`src/hdl/egta_pkg.sv`:
```
// ----------------------------------------------------------------------------
// EDF task admission package
// Shared types and constants for the earliest-deadline-first admission block.
// ----------------------------------------------------------------------------
package egta_pkg;

   localparam int MaxTasksDefault = 64;
   localparam int QueueDepth      = 4;

   localparam int TagW  = 16;
   localparam int DurW  = 16;
   localparam int TimeW = 24;

   typedef struct packed {
      logic [TagW-1:0]  tag;
      logic [DurW-1:0]  duration;
      logic [TimeW-1:0] deadline;
   } task_type;

   typedef struct packed {
      task_type item;
      logic     store;
      logic     last;
      logic     overflow;
   } qentry_type;

   typedef struct packed {
      logic     insert;
      logic     shift;
      task_type item;
   } chain_ctl_type;

endpackage

```
`src/hdl/egta_queue.sv`:
```
// ----------------------------------------------------------------------------
// EDF task admission queue
// Short register queue between the classifying front end and the back end.
// ----------------------------------------------------------------------------
module egta_queue (
   input  logic                clock,
   input  logic                reset,
   input  logic                push,
   input  egta_pkg::qentry_type push_entry,
   output logic                push_ready,
   input  logic                pop,
   output logic                pop_valid,
   output egta_pkg::qentry_type pop_entry
);

   localparam int PtrW = $clog2(egta_pkg::QueueDepth);
   localparam int CntW = $clog2(egta_pkg::QueueDepth + 1);

   egta_pkg::qentry_type slot_ff [egta_pkg::QueueDepth];
   logic [PtrW-1:0] wr_ptr_ff, wr_ptr_in;
   logic [PtrW-1:0] rd_ptr_ff, rd_ptr_in;
   logic [CntW-1:0] fill_ff, fill_in;
   logic            do_push, do_pop;

   assign push_ready = (fill_ff != CntW'(egta_pkg::QueueDepth));
   assign pop_valid  = (fill_ff != '0);
   assign pop_entry  = slot_ff[rd_ptr_ff];
   assign do_push    = push && push_ready;
   assign do_pop     = pop && pop_valid;

   always_comb begin
      wr_ptr_in = do_push ? wr_ptr_ff + PtrW'(1) : wr_ptr_ff;
      rd_ptr_in = do_pop ? rd_ptr_ff + PtrW'(1) : rd_ptr_ff;
      fill_in   = fill_ff + CntW'(do_push) - CntW'(do_pop);
   end

   always_ff @(posedge clock) begin
      if (reset) begin
         wr_ptr_ff <= '0;
         rd_ptr_ff <= '0;
         fill_ff   <= '0;
      end else begin
         wr_ptr_ff <= wr_ptr_in;
         rd_ptr_ff <= rd_ptr_in;
         fill_ff   <= fill_in;
      end
   end

   always_ff @(posedge clock) begin
      if (do_push) begin
         slot_ff[wr_ptr_ff] <= push_entry;
      end
   end

   a_fill_bound: assert property (@(posedge clock) disable iff (reset)
      fill_ff <= CntW'(egta_pkg::QueueDepth))
      else $error("queue fill exceeds depth");

endmodule

```
`config.mk`:
```
export PLATFORM = sky130hd
export DESIGN_NAME = egta_queue
export DESIGN_NICKNAME = d
export VERILOG_FILES = /design/src/hdl/egta_pkg.sv /design/src/hdl/egta_queue.sv
export SDC_FILE = /design/constraint.sdc
export NUM_CORES = 1
export LEC_CHECK = 0
export BUFFER_PORTS_ARGS = -buffer_cell sky130_fd_sc_hd__buf_2
export CORE_MARGIN = 3
export CORE_UTILIZATION = 28
export DETAILED_ROUTE_END_ITERATION = 7
export PLACE_DENSITY = 0.49
export SLEW_MARGIN = 20
export SYNTH_ARGS = -nofsm -noshare
export SYNTH_HDL_FRONTEND = slang
export SYNTH_SLANG_ARGS = --single-unit
```
`constraint.sdc`:
```
create_clock -name clock -period 6.09 [get_ports clock]
set_clock_uncertainty 0.2 [all_clocks]
set_input_delay 0 -clock clock [delete_from_list [all_inputs] [get_ports clock]]
set_output_delay 0 -clock clock [all_outputs]
set_load 0.03 [all_outputs]
```
==> reports/metrics.cfg, run 1 <==
[floorplanning]
io-pin-count=124
core-area_mm2=0.0311
initial_core_util_pct=28.9
rows=64
dieArea_mm2=0.0343
die_y_um=185
die_x_um=185

[layout]
antenna_cells=0
final_cells=972
layout_common_cells=edfxtp_1, buf_2, dlygate4sd3_1
nets=629
area_growth_pct=27.7
drive_above_1_share_pct=38.7
stdcell_area_mm2=0.0115
layout_commonest_cell=edfxtp_1

[timing]
tns_ns=0
post-route-min-period_ns=2.97
worstMarginPinSlew_ns=0.993
hold_viol=0
max_freq_mhz=337
setup_violations=0
rsz0062_at_grt=false
min_period_over_period_pct=48.8
maxSlewHeadroom_pct=33.8
slew_violations=0

[placement]
dp_hpwl_um=9640
portBuffers=123
gp_congestion=0.680
dp_cells=863
place_area_mm2=0.0100

[global_route]
grt_pass1_wl_um=26900
first_global_vias=4815
antenna_found_initial=0
grtUsageTotal_pct=10.1
overflow=0
grt_start_max_net_pins=60

[clocking]
h-tree-depth=1
cts_buffers=26
cts_max_path_buffers=3
root_buffer=clkbuf_16
cts_tree=done
clkTransAtPathRegs_ns=0.06
post_cts_resized=0
clock-sinks=245
insertion_delay_ns=0.52

[routing]
vias_per_cell=4.38
first_pass_iters=4
route.detailed.drc=0
vias=4255
wl_um=17500
wire_per_inst_um=18.0
route.antenna.remaining_nets=0
drt-initial-drc-count=253

[logic_synthesis]
ys_ff_latch=245
syn_inst=358
ys_seq_area_share_pct=80.8
avgSynthCellArea_um2=25.1
syn_nets=428
yosysUniqueCellTypes=25
synth_warnings=0
syn_area_mm2=0.00899

[worst_setup_path]
timing.critical_path.arrival_ns=2.77
worstPathMaxFanout=30
end_kind=output port
ff2ff_path_depth=11
worst-setup-path-type=reg -> out
r2r_slack_ns=3.36
worst_ep_required_time_ns=5.89
rr_endpoint=fill_ff[2]
worstSetupEndpoint=pop_entry[31]
setup.worst_path.start_class=flip-flop
worstReg2RegStart=fill_ff[1]

[run]
maxCapViolations=0

[pwr]
p_sw_w=0.00152
internal_power_w=0.00350
seq_power_share_pct=44.0
p_leak_nw=3.85
p_comb_share_pct=25.4
swShare_pct=30.3
ir_worst_vdd_uv=197
p_clk_share_pct=30.6
power_density_mw_per_mm2=437

[run_status]
status=completed

[min_path]
hold_class=in -> reg

[through the flow]
stage	hold slack, ns	power [W]	setup WS, ns	utilization, %
2_1_floorplan	-0.101	0.00317	3.17	-
3_3_place_gp	0.00817	0.00351	3.48	32.1
3_5_place_dp	0.0201	0.00353	3.35	32.1
4_1_cts	0.00167	0.00513	2.95	36.9
5_1_grt	0.0210	0.00528	2.84	36.9
6_report	0.0360	0.00502	3.12	36.9
[final cells by class]
cell class | instances | area, um2
clock inverters | 13 | 134
flip-flops and latches | 245 | 7270
multi-input cells | 93 | 1600
well taps | 396 | 495
inverters | 5 | 18.8
repair buffers | 188 | 1260
clock buffers | 32 | 694
fillers | 2875 | 19700
[registers in the layout, indices dropped and copies added, names as in the netlist, named ones only]
register   count
wr_ptr_ff      2
slot_ff      236
rd_ptr_ff      2
fill_ff        3
[critical path, stage by stage (launching register included)]
cell and delay [ns]:
dfxtp_4 0.77, buf_4 0.65, mux4_2 0.61, buf_2 0.20
[worst min-delay path by stage]
stage,startpoint,endpoint,depth (start not counted)
final,push_entry[5],slot_ff[2][5],2
after global routing,push_entry[6],slot_ff[3][6],2
after CTS,push_entry[25],slot_ff[0][25],2
after detailed placement,push_entry[6],slot_ff[3][6],1
after global placement,push_entry[8],slot_ff[1][8],1
after floorplan,push_entry[0],slot_ff[0][0],0
[kinds of logic after synthesis]
| logic type | count (synthesis) | synth area share (%) |
|---|---|---|
| mux | 61 | 15.0 |
| buf+inv | 20 | 1.49 |
| fa+ha+maj | 7 | 1.06 |
| simple gates | 19 | 1.06 |
| compound gates | 3 | 0.278 |
| flops | 245 | 80.8 |
| xor+xnor | 3 | 0.292 |
[power groups by stage]
stage,clock (W),combinational (W),sequential (W)
floorplan,0,0.00102,0.00215
global placement,0,0.00127,0.00224
detailed placement,0,0.00127,0.00226
CTS,0.00159,0.00131,0.00222
global route,0.00166,0.00137,0.00224
finish,0.00154,0.00128,0.00221
[routing by layer]
metal  vias up  wire, um  track usage (%)
met3        33       854             2.38
met2       102      9040             17.8
met1      2212      7150             12.5
met5         -         0                0
met4         0       432             2.70
li1       1908         -                -
[synth_stat cells (all sizes together)]
| cell | instances | area share (%) |
|---|---|---|
| xor2 | 2 | 0.19 |
| mux2i | 1 | 0.11 |
| and2 | 5 | 0.35 |
| o31a | 1 | 0.097 |
| nor2b | 1 | 0.070 |
| o311ai | 1 | 0.097 |
| clkbuf | 5 | 0.21 |
| buf | 10 | 1.1 |
| a21boi | 1 | 0.084 |
| mux2 | 1 | 0.13 |
| inv | 5 | 0.21 |
| nand2b | 2 | 0.14 |
| or3 | 1 | 0.070 |
| nand2 | 1 | 0.042 |
| nor2 | 8 | 0.33 |
| mux4 | 59 | 15 |
| dfxtp | 9 | 2.0 |
| xnor2 | 1 | 0.097 |
| nor3 | 1 | 0.056 |
| ha | 6 | 0.83 |
| fa | 1 | 0.22 |
| edfxtp | 236 | 79 |
[timing repair]
action | in CTS | in global routing
hold buffers | 64 | 0
buffers inserted | 0 | 0
hold endpoints to repair | 245 | 0
Note: power is estimated with default switching activity, not from simulation.
==> inputs of run 2 (changes only) <==
--- a/config.mk
+++ b/config.mk
@@ -9,7 +9,7 @@
 export CORE_MARGIN = 3
 export CORE_UTILIZATION = 28
 export DETAILED_ROUTE_END_ITERATION = 7
-export PLACE_DENSITY = 0.49
+export PLACE_DENSITY = 0.5
 export SLEW_MARGIN = 20
 export SYNTH_ARGS = -nofsm -noshare
 export SYNTH_HDL_FRONTEND = slang
==> constraint.sdc (replaced) <==
create_clock -name clock -period 2.7 [get_ports clock]
set_clock_uncertainty 0.2 [all_clocks]
set_input_delay 0 -clock clock [delete_from_list [all_inputs] [get_ports clock]]
set_output_delay 0 -clock clock [all_outputs]
set_load 0.03 [all_outputs]
==> run 2 against run 1 <==
  * Combinational power up 150%
  * First-iteration DRC count is 9.9% lower
  * Wire length is 4.1% higher
  * Via count grew 1.6%
  * Clock power up 140%
  * Clock-buffer cell count up 1
==> reports/metrics.cfg, run 2 (synthesized netlist as in run 1, its figures left out) <==
[pwr]
p_clk_share_pct=31.4  ; +0.8 points
p_comb_share_pct=27.1  ; +1.7 points
seq_power_share_pct=41.5  ; -2.5 points
swShare_pct=30.2  ; -0.12 points
p_sw_w=0.00351  ; +130%
p_leak_nw=3.96  ; +3.0%
power.total_w=0.0116  ; +130%
ir_worst_vdd_uv=659  ; +230%
internal_power_w=0.00812  ; +130%
power_density_mw_per_mm2=992  ; +130%

[clocking]
cts_buffers=28  ; +7.7%
insertion_delay_ns=0.52  ; about the same
cts_tree=done
clock-sinks=245  ; unchanged
clkTransAtPathRegs_ns=0.06  ; about the same
post_cts_resized=0  ; unchanged
cts_max_path_buffers=3  ; unchanged
root_buffer=clkbuf_16
h-tree-depth=1  ; unchanged

[worst_setup_path]
end_kind=flip-flop
worst_ep_required_time_ns=2.94  ; -2.95 ns
setup.worst_path.start_class=flip-flop
worst-setup-path-type=reg -> reg
timing.critical_path.arrival_ns=2.74  ; -0.03 ns
worstPathMaxFanout=7  ; -77%

[routing]
vias=4324  ; +1.6%
drt-initial-drc-count=228  ; -9.9%
wire_per_inst_um=18.4  ; +2.4%
route.antenna.remaining_nets=0  ; unchanged
vias_per_cell=4.38  ; about the same
wl_um=18200  ; +4.1%
first_pass_iters=7  ; +3
route.detailed.drc=0  ; unchanged

[run_status]
status=completed

[min_path]
hold_class=in -> reg

[placement]
gp_congestion=0.704  ; +3.5%
dp_hpwl_um=10900  ; +13%
portBuffers=123  ; unchanged

[layout]
largest_register=slot_ff
largest_reg_flops=236  ; unchanged
layout_common_cells=edfxtp_1, buf_2, dlygate4sd3_1
layout_commonest_cell=edfxtp_1
reg.largest.list=slot_ff: 236 flops, fill_ff: 3 flops
nets=641  ; +1.9%
area_growth_pct=30.3
drive_above_1_share_pct=41.0  ; +2.3 points
antenna_cells=0  ; unchanged

[floorplanning]
initial_core_util_pct=28.9  ; unchanged
die_y_um=185  ; unchanged
core-area_mm2=0.0311  ; unchanged
dieArea_mm2=0.0343  ; unchanged
rows=64  ; unchanged
io-pin-count=124  ; unchanged
die_x_um=185  ; unchanged

[timing]
post-route-min-period_ns=2.51
worstMarginPinSlew_ns=0.490  ; -0.503 ns
setup_violations=0  ; unchanged
max_freq_mhz=399
maxSlewHeadroom_pct=67.3  ; +34 points
rsz0062_at_grt=false
whs_ns=0.0264  ; -0.00954 ns
tns_ns=0  ; unchanged
hold_viol=0  ; unchanged
min_period_over_period_pct=92.8
slew_violations=0  ; unchanged

[global_route]
grtUsageTotal_pct=10.7  ; +0.57 points
grt_start_max_net_pins=37  ; -38%
grt_pass1_wl_um=28000  ; +4.0%
overflow=0  ; unchanged
antenna_found_initial=2  ; +2
first_global_vias=4833  ; +0.37%

[run]
maxCapViolations=0  ; unchanged

## run 2: changes by cell type in the layout (fill, tap and decap cells not counted)
| cell | before | now |
|---|---|---|
| clkinv_4 | 0 | 1 |
| clkinvlp_4 | 1 | 2 |
| clkinv_2 | 2 | 6 |
| inv_6 | 0 | 1 |
| buf_4 | 1 | 6 |
| dlygate4sd3_1 | 64 | 63 |
| clkbuf_16 | 27 | 29 |
| clkinv_1 | 7 | 5 |
| buf_12 | 0 | 6 |
| clkbuf_1 | 5 | 4 |
## run 2: worst max-delay path: stages, from the launching register on
cell and delay, ns:
dfxtp_1 0.45, nor2_1 0.10, a21boi_1 0.21, inv_1 0.07
ha_1 0.28, inv_1 0.06, ha_1 0.14, inv_1 0.05
fa_1 0.37, xor2_1 0.16, and2_1 0.16, nor3_1 0.15
## run 2: final cells by class
class | count | area (um2)
fill | 2824 | 19400
sequential | 245 | 7270
multi-input combinational | 93 | 1600
timing repair buffer | 198 | 1410
clock buffer | 33 | 741
tap | 396 | 495
clock inverter | 18 | 171
inverter | 5 | 18.8
## run 2: layer usage
layer  share of wire, %  up-vias  global-route usage (%)
met4                1.9        4                    2.67
met2                 50      111                    18.2
met3                6.3       33                    3.24
met5               0.15        -                       0
met1                 42     2234                    13.4
li1                   -     1942                       -
## run 2: worst paths after layout
check / startpoint / end / slack [ns] / cells after the start
max: fill_ff[1] / fill_ff[2] / 0.19 / 11
min reg2reg: rd_ptr_ff[1] / flip-flop / 0.34 / 2
max reg2reg: fill_ff[1] / fill_ff[2] / 0.19 / 11
min: push_entry[17] / slot_ff[0][17] / 0.03 / 2
## run 2: what timing repair did
action,4_1_cts,5_1_grt
endpoints found under the setup margin,0,0
buffers inserted,0,0
endpoints found under the hold margin,245,0
hold buffers,63,0
## run 2: stage by stage
step	area (um2)	setup WS [ns]	util [%]	std cells
2_1_floorplan	9000	0.271	-	358
3_3_place_gp	10200	0.367	32.7	874
3_5_place_dp	10200	0.204	32.7	874
4_1_cts	11700	0.187	37.6	988
5_1_grt	11700	0.00578	37.6	988
6_report	11700	0.195	37.6	988
## run 2: power by group through the flow
| stage | Sequential (W) | Combinational (W) | Clock (W) |
|---|---|---|---|
| final | 0.00482 | 0.00315 | 0.00365 |
| after global routing | 0.00486 | 0.00342 | 0.00393 |
| after CTS | 0.00483 | 0.00327 | 0.00377 |
| after detailed placement | 0.00491 | 0.00318 | 0 |
| after global placement | 0.00487 | 0.00316 | 0 |
| after floorplan | 0.00483 | 0.00230 | 0 |
