**config.mk**
```make
export PLATFORM = sky130hd
export DESIGN_NAME = egta_walk
export DESIGN_NICKNAME = d
export VERILOG_FILES = /design/src/hdl/egta_pkg.sv /design/src/hdl/egta_walk.sv
export SDC_FILE = /design/constraint.sdc
export NUM_CORES = 1
export LEC_CHECK = 0
export ABC_AREA = 1
export BUFFER_PORTS_ARGS = -buffer_cell sky130_fd_sc_hd__buf_2
export CORE_MARGIN = 2
export CORE_UTILIZATION = 38
export CTS_CLUSTER_DIAMETER = 120
export DETAILED_ROUTE_END_ITERATION = 12
export HOLD_SLACK_MARGIN = 0.02
export PLACE_DENSITY = 0.65
export SETUP_SLACK_MARGIN = 0.3
export SYNTH_ARGS = -nofsm -noshare
export SYNTH_HDL_FRONTEND = slang
export SYNTH_SLANG_ARGS = --single-unit
```
**constraint.sdc**
```tcl
create_clock -name clock -period 3 [get_ports clock]
set_input_delay 0.3 -clock clock [delete_from_list [all_inputs] [get_ports clock]]
set_output_delay 0.3 -clock clock [all_outputs]
set_load 0.1 [all_outputs]
```
**src/hdl/egta_pkg.sv**
```systemverilog
// ----------------------------------------------------------------------------
// EDF task admission package
// Shared types and constants for the earliest-deadline-first admission block.
// ----------------------------------------------------------------------------
package egta_pkg;

   localparam int MaxTasksDefault = 64;
   localparam int QueueDepth      = 4;

   localparam int TagW  = 16;
   localparam int DurW  = 16;
   localparam int TimeW = 24;

   typedef struct packed {
      logic [TagW-1:0]  tag;
      logic [DurW-1:0]  duration;
      logic [TimeW-1:0] deadline;
   } task_type;

   typedef struct packed {
      task_type item;
      logic     store;
      logic     last;
      logic     overflow;
   } qentry_type;

   typedef struct packed {
      logic     insert;
      logic     shift;
      task_type item;
   } chain_ctl_type;

endpackage

```
**src/hdl/egta_walk.sv**
```systemverilog
// ----------------------------------------------------------------------------
// EDF task admission back end
// Loads queued tasks into the chain, then walks it in deadline order and
// issues one admission result per task through an output register.
// ----------------------------------------------------------------------------
module egta_walk #(
   parameter int MAX_TASKS = egta_pkg::MaxTasksDefault
) (
   input  logic                    clock,
   input  logic                    reset,
   input  logic                    q_valid,
   input  egta_pkg::qentry_type     q_entry,
   output logic                    q_pop,
   output egta_pkg::chain_ctl_type  ctl,
   input  egta_pkg::task_type       head,
   input  logic [$clog2(MAX_TASKS+1)-1:0] count,
   output logic                    rsp_valid,
   input  logic                    rsp_ready,
   output logic [egta_pkg::TagW-1:0]  rsp_tag,
   output logic                    rsp_accepted,
   output logic [egta_pkg::TimeW-1:0] rsp_start,
   output logic [egta_pkg::TimeW-1:0] rsp_end,
   output logic                    rsp_overflow,
   output logic                    rsp_last
);

   localparam int CntW  = $clog2(MAX_TASKS + 1);
   localparam int TimeW = egta_pkg::TimeW;

   typedef enum logic {LOAD, WALK} mode_type;

   mode_type           state_ff, state_in;
   logic [TimeW-1:0]   clock_ff, clock_in;
   logic [CntW-1:0]    remaining_ff, remaining_in;
   logic               ovf_ff, ovf_in;
   logic               valid_ff, valid_in;
   logic [egta_pkg::TagW-1:0] tag_ff, tag_in;
   logic               acc_ff, acc_in;
   logic [TimeW-1:0]   start_ff, start_in;
   logic [TimeW-1:0]   end_ff, end_in;
   logic               rovf_ff, rovf_in;
   logic               last_ff, last_in;
   logic               slot_free;
   logic [TimeW:0]     finish;
   logic               fits;

   assign slot_free = !valid_ff || rsp_ready;
   assign finish    = {1'b0, clock_ff} + (TimeW+1)'(head.duration);
   assign fits      = finish <= {1'b0, head.deadline};

   always_comb begin
      state_in     = state_ff;
      clock_in     = clock_ff;
      remaining_in = remaining_ff;
      ovf_in       = ovf_ff;
      valid_in     = valid_ff && !rsp_ready;
      tag_in       = tag_ff;
      acc_in       = acc_ff;
      start_in     = start_ff;
      end_in       = end_ff;
      rovf_in      = rovf_ff;
      last_in      = last_ff;
      q_pop        = 1'b0;
      ctl.insert   = 1'b0;
      ctl.shift    = 1'b0;
      ctl.item     = q_entry.item;
      case (state_ff)
         LOAD: begin
            q_pop      = q_valid;
            ctl.insert = q_valid && q_entry.store;
            if (q_valid && q_entry.last) begin
               state_in     = WALK;
               clock_in     = '0;
               remaining_in = count + CntW'(q_entry.store);
               ovf_in       = q_entry.overflow;
            end
         end
         WALK: begin
            if (slot_free) begin
               ctl.shift    = 1'b1;
               valid_in     = 1'b1;
               tag_in       = head.tag;
               acc_in       = fits;
               start_in     = fits ? clock_ff : '0;
               end_in       = fits ? finish[TimeW-1:0] : '0;
               rovf_in      = ovf_ff;
               last_in      = (remaining_ff == CntW'(1));
               remaining_in = remaining_ff - CntW'(1);
               if (fits) begin
                  clock_in = finish[TimeW-1:0];
               end
               if (remaining_ff == CntW'(1)) begin
                  state_in = LOAD;
               end
            end
         end
         default: begin
            state_in = LOAD;
         end
      endcase
   end

   always_ff @(posedge clock) begin
      if (reset) begin
         state_ff     <= LOAD;
         clock_ff     <= '0;
         remaining_ff <= '0;
         ovf_ff       <= 1'b0;
         valid_ff     <= 1'b0;
      end else begin
         state_ff     <= state_in;
         clock_ff     <= clock_in;
         remaining_ff <= remaining_in;
         ovf_ff       <= ovf_in;
         valid_ff     <= valid_in;
      end
      tag_ff   <= tag_in;
      acc_ff   <= acc_in;
      start_ff <= start_in;
      end_ff   <= end_in;
      rovf_ff  <= rovf_in;
      last_ff  <= last_in;
   end

   assign rsp_valid    = valid_ff;
   assign rsp_tag      = tag_ff;
   assign rsp_accepted = acc_ff;
   assign rsp_start    = start_ff;
   assign rsp_end      = end_ff;
   assign rsp_overflow = rovf_ff;
   assign rsp_last     = last_ff;

   a_walk_nonempty: assert property (@(posedge clock) disable iff (reset)
      state_ff == WALK |-> remaining_ff != '0 && remaining_ff == count)
      else $error("walk count out of step with chain");

   a_no_pop_in_walk: assert property (@(posedge clock) disable iff (reset)
      state_ff == WALK |-> !q_pop && !ctl.insert)
      else $error("queue drained during walk");

   a_last_ends_walk: assert property (@(posedge clock) disable iff (reset)
      state_ff == WALK && slot_free && remaining_ff == CntW'(1)
      |=> state_ff == LOAD && count == '0 && rsp_last)
      else $error("walk did not end on its last result");

endmodule

```
==> results of run 1 <==
==> what timing repair did <==
action	CTS	global route
resized for setup	28	18
setup endpoints to repair	73	73
cloned	0	2
pin swaps	8	10
hold buffers	0	0
setup buffers	5	7
==> Yosys cell counts (all sizes together), types with 3 or more instances <==
cell type  count  area (sq um)
a21o           5          37.5
buf           67           526
inv          118           443
xnor2          6          52.6
nor3           7          35.0
xor2          18           158
ha            44           551
nand4          5          31.3
edfxtp        67          2010
nor2          74           285
dfxtp         34           681
o21bai         3          22.5
a31oi          4          25.0
a21oi         53           344
nand3         25           135
o21ai         12          60.1
clkbuf         5          18.8
nand2        146           653
==> metrics by stage <==
stage	setup slack, ns	hold slack [ns]	util (%)
floorplan	-0.0361	0.399	-
global placement	-0.625	0.431	46.7
detailed placement	-0.642	0.435	46.7
CTS	-0.352	0.0994	49.6
global route	-0.587	0.102	50.8
finish	-0.420	0.109	50.8
==> registers in the layout, summed over array words and instances (netlist names) <==
signal	count
clock_ff	24
rsp_end	24
rsp_start	24
rsp_tag	16
remaining_ff	7
ovf_ff	1
rsp_accepted	1
rsp_last	1
rsp_overflow	1
rsp_valid	1
state_ff	1
==> path summary, 6_finish.rpt <==
| kind | start | to | slack [ns] | depth (start not counted) |
|---|---|---|---|---|
| setup reg to reg | clock_ff[0] | clock_ff[9] | -0.42 | 24 |
| hold / removal | head[46] | rsp_tag[6] | 0.11 | 1 |
| hold reg to reg | ovf_ff | rsp_overflow | 0.45 | 0 |
| setup / recovery | clock_ff[0] | clock_ff[9] | -0.42 | 24 |
==> report_power, final <==
part / switching (mW) / leakage (nW) / internal [mW]
Sequential: 0.0372 / 0.913 / 1.59
Combinational: 0.906 / 2.85 / 0.447
Clock: 0.540 / 0.147 / 0.650
Total: 1.48 / 3.91 / 2.68
==> layout make-up <==
cell class | count | area, sq um | share of cell area, %
clock buffer | 9 | 225 | 2.77
clock inverter | 7 | 73.8 | 0.908
sequential | 101 | 2700 | 33.2
tap | 216 | 270 | 3.32
inverter | 119 | 455 | 5.60
multi-input combinational | 423 | 2840 | 35.0
timing repair buffer | 240 | 1570 | 19.3
==> cell families after synthesis <==
family,synth area share (%)
AND/OR/NAND/NOR,19.1
XOR/XNOR,3.37
adder cells (fa/ha/maj),9.14
flip-flops,43.1
buffers and inverters,15.9
AO/OA/AOI/OAI,9.34
==> layout by cell type (no fill, tap or decap), types with 7 or more instances in the layout <==
cell type / instances
a21oi_1: 25
a21oi_2: 25
buf_2: 140
buf_4: 91
clkbuf_16: 11
dfxtp_1: 32
edfxtp_1: 67
ha_1: 39
inv_1: 115
nand2_1: 103
nand2_2: 36
nand2_4: 7
nand3_1: 20
nor2_1: 69
o21ai_0: 7
xor2_1: 15
==> worst max-delay path, stage by stage (launching register included) <==
cell and delay, ns:
dfxtp_2 0.35, ha_4 0.16, fa_2 0.35, nand2_2 0.09
nand2_2 0.07, nand3_2 0.10, nand2_4 0.09, a31oi_4 0.20
o21bai_1 0.09, xor2_1 0.16, ha_1 0.33, nand2_2 0.12
nor2_4 0.06, buf_6 0.12, a21oi_4 0.15, nand2_2 0.08
nand3_2 0.08, nand2_2 0.07, nand2_4 0.08, nand2_2 0.05
nand2_2 0.07, nand2_4 0.09, clkbuf_16 0.19, nand2_2 0.06
a21oi_2 0.04
==> metal layers <==
layer	vias up	part of all wire (%)
met1	2226	47
met3	30	5.1
met5	-	0
met4	0	1.9
met2	134	46
li1	2603	-
==> summary.md, run 1 <==
| Metric | Value |
|---|---|
| DRT Pass-1 Iters | `4` |
| Primary FF master, synth | `edfxtp_1` |
| Critical path launch point type | `register` |
| Fraction of registers with async set/reset | `0%` |
| Layout Nets | `approximately 1100` |
| Placed insts | `around 1100` |
| Setup TNS | `-25.24 ns` |
| Sequential share of the synthesized area | `43.1%` |
| Total congestion overflow | `0` |
| Vias in the first global route | `4881` |
| Violated checks | `setup timing` |
| GRT met2 Usage | `27.6%` |
| Seq cells post-synth | `just over 100` |
| Overall power | `about 4.2 mW` |
| Kind of critical path | `reg -> reg` |
| M3 GR Usage | `3.50%` |
| Final wirelength | `15500 um` |
| Die area | `17500 sq um` |
| PnR worst setup slack | `-0.420 ns` |
| Vias post-DR | `between 4000 and 5000` |
| Leakage | `between 3 and 4 nW` |
| Fin crit period | `3.42 ns` |
| Crit path DAT | `3.64 ns` |
| Dpl cell area | `7470 sq um` |
| Status | `complete, but fails checks` |
| Max_cap viols | `0` |
| First-pass GRT wire length | `between 20000 and 25000 um` |
| I/O Buffers | `140` |
| Die width | `approximately 130 um` |
| Met1 Use GR | `between 20% and 30%` |
| Pins Over Slew Limit | `0` |
| Peak fanout along the critical path | `6` |
| Slew @ Worst Pin | `0.548 ns` |
| Final setup viols | `72` |
| Area delta synth->final | `30.2%` |
| Power density over the cells | `approximately 510 nW/um^2` |
| Worst-path clk slew | `0.08 ns` |
| Worst setup EP type | `register` |
| Tcrit/Tclk final | `114%` |
| Setup Skew | `0.0102 ns` |
| Fill cell count | `1531` |
| Post-route cell area | `8130 sq um` |
| Post-Layout Cell Count | `1115` |
| H-tree levels | `3` |
| EDFF count, synth | `between 60 and 70` |
| WP data required | `approximately 3.2 ns` |
| Via/cell ratio | `4.48` |
| CORE AREA | `16000 sq um` |
| ANT nets after route | `0` |
| Initial antenna violation count | `0` |
| F_max | `slightly below 0.3 GHz` |
| Syn nets | `886` |
| Drt drc | `0` |
| Antenna diodes | `0` |
| Hold Crit Class | `in -> reg` |
| Largest net degree at the start of global routing | `32` |
| Routability Congestion | `a little under 0.9` |
| Rel. slew slack | `between 60% and 70%` |
| Cell count after synthesis | `715` |
| Cell variety after synth | `45` |
| Initial Util | `39.0%` |
| Busiest grt layer | `met2` |
| Initial DRC Count | `234` |
| Layout cell share with drive strength beyond 1 | `40.4%` |
| Clock Latency Late Sink | `0.36 ns` |
| Rows | `46` |
| Clock Tree Buf Depth | `2` |
| Clock sinks | `101` |
| Post-Syn Area per Cell | `about 8.7 sq um` |
| WL/cell | `between 10 and 15 um` |
| Overall Global Routing Usage | `17.3%` |
| Fin. Hold Viols | `0` |
| TritonCTS Buffers | `9` |
| CTS tree | `yes` |
| Die height | `132 um` |
| Max rail drop VDD | `0.311 mV` |
| CTS Root Buffer Type | `clkbuf_16` |
| RSZ-0062 raised after global routing | `yes` |
| Post-DP HPWL | `11500 um` |
| Yosys Warn Count | `0` |
| IO Pins | `about 250` |
| Synth Cell Area | `6240 sq um` |
(Power assumes the default switching activity.)
==> run 2, diff against run 1 <==
--- a/config.mk
+++ b/config.mk
@@ -6,14 +6,15 @@
 export NUM_CORES = 1
 export LEC_CHECK = 0
 export ABC_AREA = 1
-export BUFFER_PORTS_ARGS = -buffer_cell sky130_fd_sc_hd__buf_2
 export CORE_MARGIN = 2
 export CORE_UTILIZATION = 38
 export CTS_CLUSTER_DIAMETER = 120
 export DETAILED_ROUTE_END_ITERATION = 12
+export DONT_BUFFER_PORTS = 1
 export HOLD_SLACK_MARGIN = 0.02
-export PLACE_DENSITY = 0.65
+export PLACE_DENSITY = 0.51
 export SETUP_SLACK_MARGIN = 0.3
+export SKIP_LAST_GASP = 1
 export SYNTH_ARGS = -nofsm -noshare
 export SYNTH_HDL_FRONTEND = slang
 export SYNTH_SLANG_ARGS = --single-unit
==> run 2 against run 1 <==
  * The flow still finishes with violations (setup timing)
  * Fmax rose by 2.1%
  * Clock power about the same
  * Worst setup slack improved by 0.072 ns
  * Wire length rose by 4.2%
  * Total power is 0.16% higher
  * First-iteration DRC count down 12%
  * Sequential share of layout area down 0.16 points
  * Critical endpoint is now rsp_end[6]
  * Highest routed layer unchanged
==> summary.md, run 2 (synthesized netlist as in run 1, its figures left out) <==
| Metric | Value |
|---|---|
| First-pass GRT wire length | `24300 um (was 23900 um)` |
| Clock Tree Buf Depth | `2 (unchanged)` |
| I/O Buffers | `0 (was 140)` |
| Total congestion overflow | `0 (unchanged)` |
| Peak fanout along the critical path | `8 (was 6)` |
| Routability Congestion | `0.872 (was 0.875)` |
| Overall Global Routing Usage | `17.6% (was 17.3%)` |
| Multi-input gate area | `3330 sq um (was 2840 sq um)` |
| Post-Layout Cell Count | `994 (was 1115)` |
| Setup TNS | `-23.44 ns (was -25.24 ns)` |
| Fill cell count | `1536 (was 1531)` |
| Die height | `132 um (unchanged)` |
| Fin crit period | `3.35 ns (was 3.42 ns)` |
| Slowest stage cell, crit path | `dfxtp_2 (unchanged)` |
| Largest net degree at the start of global routing | `69 (was 32)` |
| Initial antenna violation count | `0 (unchanged)` |
| H-tree levels | `3 (unchanged)` |
| Drt drc | `0 (unchanged)` |
| Worst path max stage delay | `0.34 ns (was 0.35 ns)` |
| Layout Nets | `944 (was 1065)` |
| Crit path DAT | `3.46 ns (was 3.64 ns)` |
| Rel. slew slack | `34.3% (was 63.5%)` |
| PnR worst setup slack | `-0.348 ns (was -0.420 ns)` |
| CTS tree | `yes (unchanged)` |
| Commonest non-fill, non-tap cell in the layout | `inv_1 (was buf_2)` |
| Via/cell ratio | `4.86 (was 4.48)` |
| ANT nets after route | `0 (unchanged)` |
| CTS Root Buffer Type | `clkbuf_16 (unchanged)` |
| Area delta synth->final | `30.9% (was 30.2%)` |
| Clock sinks | `101 (unchanged)` |
| Slew @ Worst Pin | `0.988 ns (was 0.548 ns)` |
| Leakage | `3.53 nW (was 3.91 nW)` |
| Layout cell share with drive strength beyond 1 | `40.7% (was 40.4%)` |
| Power density over the cells | `511 nW/um^2 (was 512 nW/um^2)` |
| Placed insts | `958 (was 1085)` |
| Worst setup EP type | `register (unchanged)` |
| DRT Pass-1 Iters | `4 (unchanged)` |
| CORE AREA | `16000 sq um (unchanged)` |
| Max rail drop VDD | `0.264 mV (was 0.311 mV)` |
| Die width | `132 um (unchanged)` |
| WP data required | `3.12 ns (was 3.22 ns)` |
| Fin. Hold Viols | `0 (unchanged)` |
| Post-DP HPWL | `11900 um (was 11500 um)` |
| TritonCTS Buffers | `9 (unchanged)` |
| Initial Util | `39.0% (unchanged)` |
| F_max | `0.299 GHz (was 0.292 GHz)` |
| Worst-path clk slew | `0.07 ns (was 0.08 ns)` |
| Most frequent cells in the layout | `inv_1 (115), buf_4 (100), nand2_1 (92) (was buf_2 (140), inv_1 (115), nand2_1 (103))` |
| Pins Over Slew Limit | `0 (unchanged)` |
| Final wirelength | `16200 um (was 15500 um)` |
| Die area | `17500 sq um (unchanged)` |
| Rows | `46 (unchanged)` |
| Tcrit/Tclk final | `112% (was 114%)` |
| IO Pins | `253 (unchanged)` |
| Setup Skew | `0.00783 ns (was 0.0102 ns)` |
| Status | `complete, but fails checks (unchanged)` |
| Area of all sequential standard cells | `2700 sq um (about the same)` |
| Critical path launch point type | `register (unchanged)` |
| Kind of critical path | `reg -> reg (unchanged)` |
| Cell Chain, Critical Path | `ha_4 -> fa_2 -> nand2_2 -> nand2_2 -> nand3_2 -> nand2_4 -> nand2_4 -> nand2_4 -> nand2_4 -> nor2_2 -> xor2_1 -> inv_1 -> ha_4 -> nand4_1 -> nor2_2 -> nand3_1 -> nand2_2 -> nand2_4 -> buf_12 -> inv_16 -> clkbuf_16 -> nor2_1 (was ha_4 -> fa_2 -> nand2_2 -> nand2_2 -> nand3_2 -> nand2_4 -> a31oi_4 -> o21bai_1 -> xor2_1 -> ha_1 -> nand2_2 -> nor2_4 -> buf_6 -> a21oi_4 -> nand2_2 -> nand3_2 -> nand2_2 -> nand2_4 -> nand2_2 -> nand2_2 -> nand2_4 -> clkbuf_16 -> nand2_2 -> a21oi_2)` |
| Vias in the first global route | `4705 (was 4881)` |
| Final setup viols | `73 (was 72)` |
| RSZ-0062 raised after global routing | `yes (unchanged)` |
| Hold Crit Class | `in -> reg (unchanged)` |
| Violated checks | `setup timing (unchanged)` |
| WL/cell | `16.3 um (was 13.9 um)` |
| Clock Latency Late Sink | `0.35 ns (was 0.36 ns)` |
| Initial DRC Count | `207 (was 234)` |
| Max_cap viols | `0 (unchanged)` |
| Vias post-DR | `4832 (was 4993)` |
| CP dominant cell by count | `nand2_4 (was nand2_2)` |
| Hold Buf Count CTS | `5 (was 0)` |
| Antenna diodes | `0 (unchanged)` |
-- run 2: cell count changes in the layout (fill, tap and decap cells not counted), moves of 7 or more --
cell | previous run | this run
buf_2 | 140 | 0
ha_1 | 39 | 29
nand2_2 | 36 | 44
ha_4 | 5 | 15
nor2_1 | 69 | 20
a21oi_1 | 25 | 18
buf_4 | 91 | 100
nand2_1 | 103 | 92
nor2_2 | 4 | 18
nor2_4 | 1 | 36
a21oi_2 | 25 | 32
-- run 2: final cells by class --
cell class / count / area share [%]
clock inverter: 7 / 0.903
clock buffer: 9 / 2.76
tap: 216 / 3.31
timing repair buffer: 119 / 13.5
inverter: 119 / 5.77
multi-input combinational: 423 / 40.8
sequential: 101 / 33.0
-- run 2: stage by stage --
step | area (sq um) | power, mW | hold WS [ns] | utilization (%) | worst slack [ns]
5_1_grt | 8170 | 4.37 | 0.00174 | 51.1 | -0.586
4_1_cts | 7480 | 4.09 | -0.00125 | 46.7 | -0.299
6_report | 8170 | 4.17 | 0.0208 | 51.1 | -0.348
3_5_place_dp | 6900 | 2.83 | 0.375 | 43.1 | -0.546
3_3_place_gp | 6900 | 2.82 | 0.368 | 43.1 | -0.528
2_1_floorplan | 6340 | 2.89 | 0.399 | - | -0.0361
-- run 2: path summary, 6_finish.rpt --
kind / endpoint / slack (ns) / start / cells past startpoint
max: rsp_end[6] / -0.35 / clock_ff[0] / 22
min: clock_ff[4] / 0.02 / reset / 1
max reg2reg: rsp_end[6] / -0.35 / clock_ff[0] / 22
min reg2reg: rsp_overflow / 0.44 / ovf_ff / 0
-- run 2: power breakdown --
part	switching (mW)	total, mW	internal (mW)
Combinational	0.521	0.964	0.443
Clock	0.537	1.19	0.653
Sequential	0.426	2.02	1.59
Total	1.48	4.17	2.69
-- run 2: metal layers --
layer	part of all wire (%)	vias up	global-route usage [%]
li1	-	2358	-
met5	0	-	0
met1	42	2249	21.3
met4	3.8	0	9.56
met3	5.2	63	3.34
met2	49	162	29.5
-- run 2: worst max-delay path, delay by kind of cell, from the launching register on --
family / cells / cell delay (ns)
flops: 1 / 0.34
xor+xnor: 1 / 0.19
fa+ha+maj: 3 / 0.80
buf+inv: 4 / 0.54
simple gates: 14 / 1.26
-- run 2: what timing repair did --
action / in CTS / in global routing
pin swaps: 2 / 16
cloned: 0 / 4
hold endpoints to repair: 29 / 24
setup endpoints to repair: 73 / 73
resized for setup: 30 / 138
buffers inserted: 6 / 5
